$ cat config.mk
export PLATFORM = sky130hd
export DESIGN_NAME = decimal_text_to_int64_saturating_top
export DESIGN_NICKNAME = d
export VERILOG_FILES = /design/src/design/dtoi_pkg.sv /design/src/design/decimal_text_to_int64_saturating_top.sv /design/src/design/dtoi_in_reg.sv /design/src/design/dtoi_core.sv /design/src/design/dtoi_out_reg.sv
export SDC_FILE = /design/constraint.sdc
export NUM_CORES = 1
export LEC_CHECK = 0
export ABC_AREA = 0
export BUFFER_PORTS_ARGS = -buffer_cell sky130_fd_sc_hd__buf_2
export CAP_MARGIN = 20
export CORE_AREA = 2 2 181 183
export DETAILED_ROUTE_END_ITERATION = 16
export DIE_AREA = 0 0 183 185
export PLACE_DENSITY = 0.82
export SYNTH_ARGS = -nofsm -noshare
export SYNTH_HDL_FRONTEND = slang
export SYNTH_SLANG_ARGS = --single-unit
$ cat constraint.sdc
create_clock -name clk -period 7 [get_ports clk]
set_clock_uncertainty 0.2 [all_clocks]
set_input_delay 1.05 -clock clk [delete_from_list [all_inputs] [get_ports clk]]
set_output_delay 1.05 -clock clk [all_outputs]
set_load 0.05 [all_outputs]
$ cat src/design/dtoi_pkg.sv
// shared types and constants for the decimal text to int64 converter
package dtoi_pkg;

  localparam logic [63:0] POS_LIMIT = 64'h7fff_ffff_ffff_ffff;
  localparam logic [63:0] NEG_LIMIT = 64'h8000_0000_0000_0000;

  localparam logic [7:0] CHAR_ZERO  = 8'h30;
  localparam logic [7:0] CHAR_NINE  = 8'h39;
  localparam logic [7:0] CHAR_SPACE = 8'h20;
  localparam logic [7:0] CHAR_PLUS  = 8'h2b;
  localparam logic [7:0] CHAR_MINUS = 8'h2d;

  typedef enum logic [1:0] {
    ST_OK       = 2'd0,
    ST_SAT_HIGH = 2'd1,
    ST_SAT_LOW  = 2'd2,
    ST_NAN      = 2'd3
  } status_t;

  typedef struct packed {
    logic       last_char;
    logic [7:0] character;
  } item_t;

  typedef struct packed {
    logic [63:0] value;
    status_t     status;
  } result_t;

endpackage

$ cat src/design/decimal_text_to_int64_saturating_top.sv
// decimal text to saturating int64 converter, top level
// path: input register, combinational digit step, output register
// throughput: one character per cycle while no result is held, back-to-back texts too
// the input register and the one-pass digit step (ten times plus digit) set that rate
// a held result stalls only the last character of the next text, not the ones before it
// reset (rst, synchronous) empties both registers and returns the parser to leading spaces
module decimal_text_to_int64_saturating_top (
  input  logic        clk,
  input  logic        rst,
  input  logic        s_axis_tvalid,
  output logic        s_axis_tready,
  input  logic [7:0]  s_axis_tdata,   // [7:0] character
  input  logic        s_axis_tlast,   // last_char
  output logic        m_axis_tvalid,
  input  logic        m_axis_tready,
  output logic [63:0] m_axis_tdata,   // [63:0] value
  output logic [1:0]  m_axis_tuser    // [1:0] status
);

  logic              item_valid;
  dtoi_pkg::item_t   item;
  dtoi_pkg::result_t result;
  logic              out_free;
  logic              step;

  assign out_free = !m_axis_tvalid || m_axis_tready;
  assign step     = item_valid && (!item.last_char || out_free);

  dtoi_in_reg u_in_reg (
    .clk           (clk),
    .rst           (rst),
    .s_axis_tvalid (s_axis_tvalid),
    .s_axis_tready (s_axis_tready),
    .s_axis_tdata  (s_axis_tdata),
    .s_axis_tlast  (s_axis_tlast),
    .take          (step),
    .item_valid    (item_valid),
    .item          (item)
  );

  dtoi_core u_core (
    .clk    (clk),
    .rst    (rst),
    .step   (step),
    .item   (item),
    .result (result)
  );

  dtoi_out_reg u_out_reg (
    .clk           (clk),
    .rst           (rst),
    .load          (step && item.last_char),
    .result        (result),
    .m_axis_tvalid (m_axis_tvalid),
    .m_axis_tready (m_axis_tready),
    .m_axis_tdata  (m_axis_tdata),
    .m_axis_tuser  (m_axis_tuser)
  );

endmodule

$ cat src/design/dtoi_in_reg.sv
// input register stage for incoming characters
module dtoi_in_reg (
  input  logic              clk,
  input  logic              rst,
  input  logic              s_axis_tvalid,
  output logic              s_axis_tready,
  input  logic [7:0]        s_axis_tdata,   // [7:0] character
  input  logic              s_axis_tlast,   // last_char
  input  logic              take,
  output logic              item_valid,
  output dtoi_pkg::item_t   item
);

  assign s_axis_tready = !item_valid || take;

  always_ff @(posedge clk) begin
    if (rst) begin
      item_valid <= 1'b0;
    end else if (s_axis_tvalid && s_axis_tready) begin
      item_valid <= 1'b1;
    end else if (take) begin
      item_valid <= 1'b0;
    end
  end

  always_ff @(posedge clk) begin
    if (s_axis_tvalid && s_axis_tready) begin
      item.character <= s_axis_tdata;
      item.last_char <= s_axis_tlast;
    end
  end

endmodule

$ cat src/design/dtoi_core.sv
// parse state and digit accumulation, one character per step
module dtoi_core (
  input  logic              clk,
  input  logic              rst,
  input  logic              step,
  input  dtoi_pkg::item_t   item,
  output dtoi_pkg::result_t result
);

  typedef enum logic [1:0] {
    PH_SPACES  = 2'd0,
    PH_SIGNED  = 2'd1,
    PH_DIGITS  = 2'd2,
    PH_STOPPED = 2'd3
  } phase_t;

  phase_t      phase, phase_next;
  logic        negative, negative_next;
  logic [63:0] magnitude, magnitude_next;
  logic [63:0] neg_magnitude, neg_magnitude_next;   // two's complement of magnitude
  logic        too_large, too_large_next;
  logic        digit_seen, digit_seen_next;

  logic        is_digit;
  logic        take_digit;
  logic [3:0]  digit;
  logic [67:0] scaled;
  logic [63:0] neg_scaled;
  logic        overflow;

  assign is_digit = (item.character >= dtoi_pkg::CHAR_ZERO) &&
                    (item.character <= dtoi_pkg::CHAR_NINE);
  assign digit    = 4'(item.character - dtoi_pkg::CHAR_ZERO);

  // ten times magnitude plus digit, with headroom to see the 2^63 cap
  assign scaled     = {1'b0, magnitude, 3'b000} + {3'b000, magnitude, 1'b0} + {64'd0, digit};
  assign neg_scaled = {neg_magnitude[60:0], 3'b000} + {neg_magnitude[62:0], 1'b0}
                      - {60'd0, digit};
  assign overflow   = scaled > {4'd0, dtoi_pkg::NEG_LIMIT};

  always_comb begin
    phase_next = phase;
    negative_next = negative;
    take_digit = 1'b0;
    unique case (phase)
      PH_SPACES: begin
        if (item.character == dtoi_pkg::CHAR_SPACE) begin
          phase_next = PH_SPACES;
        end else if (item.character == dtoi_pkg::CHAR_PLUS ||
                     item.character == dtoi_pkg::CHAR_MINUS) begin
          negative_next = (item.character == dtoi_pkg::CHAR_MINUS);
          phase_next = PH_SIGNED;
        end else if (is_digit) begin
          take_digit = 1'b1;
          phase_next = PH_DIGITS;
        end else begin
          phase_next = PH_STOPPED;
        end
      end
      PH_SIGNED, PH_DIGITS: begin
        if (is_digit) begin
          take_digit = 1'b1;
          phase_next = PH_DIGITS;
        end else begin
          phase_next = PH_STOPPED;
        end
      end
      default: phase_next = PH_STOPPED;
    endcase
  end

  always_comb begin
    magnitude_next = magnitude;
    neg_magnitude_next = neg_magnitude;
    too_large_next = too_large;
    digit_seen_next = digit_seen || take_digit;
    if (take_digit && !too_large) begin
      if (overflow) begin
        too_large_next = 1'b1;
      end else begin
        magnitude_next = scaled[63:0];
        neg_magnitude_next = neg_scaled;
      end
    end
  end

  // result as seen after this character
  always_comb begin
    if (!digit_seen_next) begin
      result.value  = 64'd0;
      result.status = dtoi_pkg::ST_NAN;
    end else if (negative_next) begin
      if (too_large_next) begin
        result.value  = dtoi_pkg::NEG_LIMIT;
        result.status = dtoi_pkg::ST_SAT_LOW;
      end else begin
        result.value  = neg_magnitude_next;
        result.status = dtoi_pkg::ST_OK;
      end
    end else if (too_large_next || magnitude_next[63]) begin
      result.value  = dtoi_pkg::POS_LIMIT;
      result.status = dtoi_pkg::ST_SAT_HIGH;
    end else begin
      result.value  = magnitude_next;
      result.status = dtoi_pkg::ST_OK;
    end
  end

  always_ff @(posedge clk) begin
    if (rst || (step && item.last_char)) begin
      phase <= PH_SPACES;
      negative <= 1'b0;
      magnitude <= 64'd0;
      neg_magnitude <= 64'd0;
      too_large <= 1'b0;
      digit_seen <= 1'b0;
    end else if (step) begin
      phase <= phase_next;
      negative <= negative_next;
      magnitude <= magnitude_next;
      neg_magnitude <= neg_magnitude_next;
      too_large <= too_large_next;
      digit_seen <= digit_seen_next;
    end
  end

endmodule

$ cat src/design/dtoi_out_reg.sv
// result register on the output stream
module dtoi_out_reg (
  input  logic              clk,
  input  logic              rst,
  input  logic              load,
  input  dtoi_pkg::result_t result,
  output logic              m_axis_tvalid,
  input  logic              m_axis_tready,
  output logic [63:0]       m_axis_tdata,   // [63:0] value
  output logic [1:0]        m_axis_tuser    // [1:0] status
);

  always_ff @(posedge clk) begin
    if (rst) begin
      m_axis_tvalid <= 1'b0;
    end else if (load) begin
      m_axis_tvalid <= 1'b1;
    end else if (m_axis_tready) begin
      m_axis_tvalid <= 1'b0;
    end
  end

  always_ff @(posedge clk) begin
    if (load) begin
      m_axis_tdata <= result.value;
      m_axis_tuser <= result.status;
    end
  end

endmodule

==> metrics.cfg <==
[placement]
place_ws_ps = 529
gp_congestion = 0.993
dpl.hpwl_um = 50100
port_buffers = 80

[critical_path]
arrival_ps = 6720
r2r_cells = 16
required_ps = 7010
r2r_start = u_in_reg.item[3]
cp-end-kind = flip-flop
worst-path-max-fanout = 104
cp-start-kind = flip-flop
worstReg2RegEnd = u_out_reg.m_axis_tdata[28]
crit_type = reg2reg
r2r_slack_ps = 290

[die]
die_y_um = 185
die-area_um2 = 33900
io-pin-count = 81
coreArea_um2 = 32000
rows = 66
die_w_um = 183
initial_core_util = 0.632

[power]
power.internal_w = 0.00217
combPwrFrac = 0.254
leakage_nw = 9.46
seqPwrFrac = 0.408
p_sw_w = 0.00101
ir_drop_mv = 0.196
p_clk_frac = 0.338
powerDensity_nw_per_um2 = 148
p_sw_frac = 0.318

[grt]
met1_usage = 0.448
use_met2 = 0.649
antenna_found_initial = 1
grt_pass1_vias = 18600
grt_pass1_wl_um = 99500
use_met3 = 0.0397
grt_max_degree = 105
top_usage_layer = met2
overflow = 0
grtUsageTotal = 0.371

[outcome]
outcome = completed

[route]
drc = 0
drt_iter0_drc = 1886
avgViaCountPerCell = 6.81
vias = 19800
final_antenna_net_count = 0
wire_per_inst_um = 22.2
routed_wl_um = 64500
drtPass1Iterations = 7

[cts]
post-cts-setup-buffers = 0
cts_tree = yes
path_clk_slew_ps = 70
htreeDepth = 1
holdBufCountCts = 0
cts.sinks = 210
insertion_delay_ps = 510
cts_resized = 0
cts_root_buffer = clkbuf_16
clk_path_buf_depth = 3
numCtsBuffers = 21

[yosys]
yosysUniqueCellTypes = 83
synthArstFlopShare = 0
avgSynthCellArea_um2 = 8.12
yosysTopAreaCell = ha_1
synth_top_cell_area_share = 0.156
synth_edf_count = 75
synth-seq-cells = 210
synth_area_um2 = 20300
yosys_warnings = 0
synth_area_leaders = ha_1 (16%), dfxtp_1 (13%), edfxtp_1 (11%)
syn_inst = 2495
ys_seq_area_frac = 0.245
ys.flop_type = dfxtp_1
syn_nets = 2764

[finish]
fill_cells = 2698
finalNetCount = 2745
syn_to_final_growth_pct = 5.65
drive_above_1_share = 0.0690

[run]
maxCapViolations = 0

[sta]
fin_ws_ps = 286
worstMarginPinSlew_ps = 1100
rsz0062_at_grt = no
holdWs_ps = 257
fmax_mhz = 149
fin_crit_ps = 6710
finalSetupViolCount = 0
relSlewSlack = 0.266
slew_violations = 0
finalHoldViolCount = 0
fin_crit_sh = 0.959
fin_tns_setup_ps = 0

[min_path]
hold_path_class = reg2reg
holdPathEnd = u_core.neg_magnitude[48]
hold_path_depth = 2
min_from = u_core.neg_magnitude[48]

-- metal layers --
layer | vias up | wire length (um)
met5 | - | 0
met4 | 0 | 4080
met3 | 216 | 4740
met2 | 999 | 30700
met1 | 9449 | 25000
li1 | 9087 | -
-- flip-flops by register name (all words and copies together), names as in the netlist --
name and cells:
u_core.magnitude 64, u_core.too_large 1, u_in_reg.item 9, u_core.neg_magnitude 64, u_in_reg.item_valid 1, u_out_reg.m_axis_tdata 64, u_out_reg.m_axis_tvalid 1, u_core.phase 2
u_core.negative 1, u_out_reg.m_axis_tuser 2, u_core.digit_seen 1
-- synth_stat cells (7+ instances only) --
master / instances
o2111ai_1: 7
dfxtp_1: 135
o21ai_0: 90
ha_1: 252
nor2_1: 234
or2_2: 8
a21oi_1: 295
o211ai_1: 11
inv_1: 229
buf_4: 13
nor3_1: 38
o21bai_1: 14
mux2i_1: 158
a21o_1: 76
nand3_1: 46
xor2_1: 34
nand2_1: 118
o31ai_1: 11
o221ai_1: 67
a31oi_1: 21
nor4_1: 16
or3_1: 13
a21boi_0: 8
nand4_1: 39
buf_2: 30
a2111oi_0: 7
nor2b_1: 20
and3_1: 27
and4_1: 7
edfxtp_1: 75
a211o_1: 7
xnor2_1: 73
clkbuf_1: 98
o21a_1: 31
a211oi_1: 38
and2_1: 22
nand2b_1: 15
-- power groups by stage --
| stage | Clock (W) | Combinational [W] | Sequential, W |
|---|---|---|---|
| after floorplan | 0 | 0.000573 | 0.00134 |
| final | 0.00107 | 0.000807 | 0.00130 |
| after global routing | 0.00112 | 0.000876 | 0.00130 |
| after detailed placement | 0 | 0.000784 | 0.00132 |
| after global placement | 0 | 0.000772 | 0.00132 |
| after CTS | 0.00107 | 0.000791 | 0.00130 |
-- critical path: stages (launching register included) --
cell,delay [ps]
edfxtp_1,530
fa_1,550
ha_1,310
a21o_1,190
and4_1,240
o21bai_1,450
a22oi_1,170
xor2_1,260
or4_1,610
a2111oi_0,710
nand4_1,290
nor4_4,350
a21oi_2,300
nor2_4,220
buf_12,460
mux2i_1,330
o221ai_1,150
-- stage by stage --
step / utilization / total power (W) / area (um^2) / instances
3_5_place_dp: 0.648 / 0.00211 / 20800 / 2861
3_3_place_gp: 0.648 / 0.00209 / 20800 / 2861
5_1_grt: 0.668 / 0.00329 / 21400 / 2899
4_1_cts: 0.668 / 0.00315 / 21400 / 2899
6_report: 0.668 / 0.00318 / 21400 / 2900
2_1_floorplan: - / 0.00192 / 20300 / 2495
-- final cells by class --
type	count	area, um^2	area share
well taps	408	510	0.0239
clock buffers	31	583	0.0272
flip-flops and latches	210	4950	0.232
multi-input cells	1912	13800	0.645
repair buffers	102	628	0.0294
inverters	229	860	0.0402
clock inverters	7	48.8	0.00228
diodes	1	2.50	0.000117
-- layout by cell type (no fill, tap or decap), drive strengths merged, types with 11 or more instances in the layout --
cell,count
nand2,118
nor2,235
edfxtp,75
a21oi,298
nand2b,15
inv,231
o31ai,11
o21a,31
a211oi,38
o21ai,94
nor3,38
mux2i,158
dfxtp,135
xor2,34
o21bai,14
buf,102
a21o,76
o221ai,67
xnor2,73
and2,22
nand3,46
nand4,39
and3,27
nor4,17
ha,252
o211ai,11
nor2b,20
clkbuf,31
a31oi,21
or3,13
-- worst max-delay path by stage --
stage	from	end	cells past startpoint
after global routing	u_in_reg.item[3]	u_out_reg.m_axis_tdata[28]	16
after CTS	u_in_reg.item[3]	u_out_reg.m_axis_tdata[28]	16
after detailed placement	u_in_reg.item[3]	u_out_reg.m_axis_tdata[53]	16
final	u_in_reg.item[3]	u_out_reg.m_axis_tdata[28]	16
after floorplan	u_in_reg.item[3]	u_out_reg.m_axis_tdata[41]	19
after global placement	u_in_reg.item[3]	u_core.magnitude[12]	16
-- logic make-up (layout without fill, tap and decap cells) --
group / count (synthesis) / count (layout) / synth area share
compound gates: 758 / 758 / 0.243
xor+xnor: 107 / 107 / 0.0463
fa+ha+maj: 256 / 256 / 0.160
buf+inv: 373 / 369 / 0.0746
flops: 210 / 210 / 0.245
mux: 163 / 163 / 0.0809
other cells: 0 / 1 / 0
simple gates: 628 / 628 / 0.151
(Power assumes the default switching activity.)
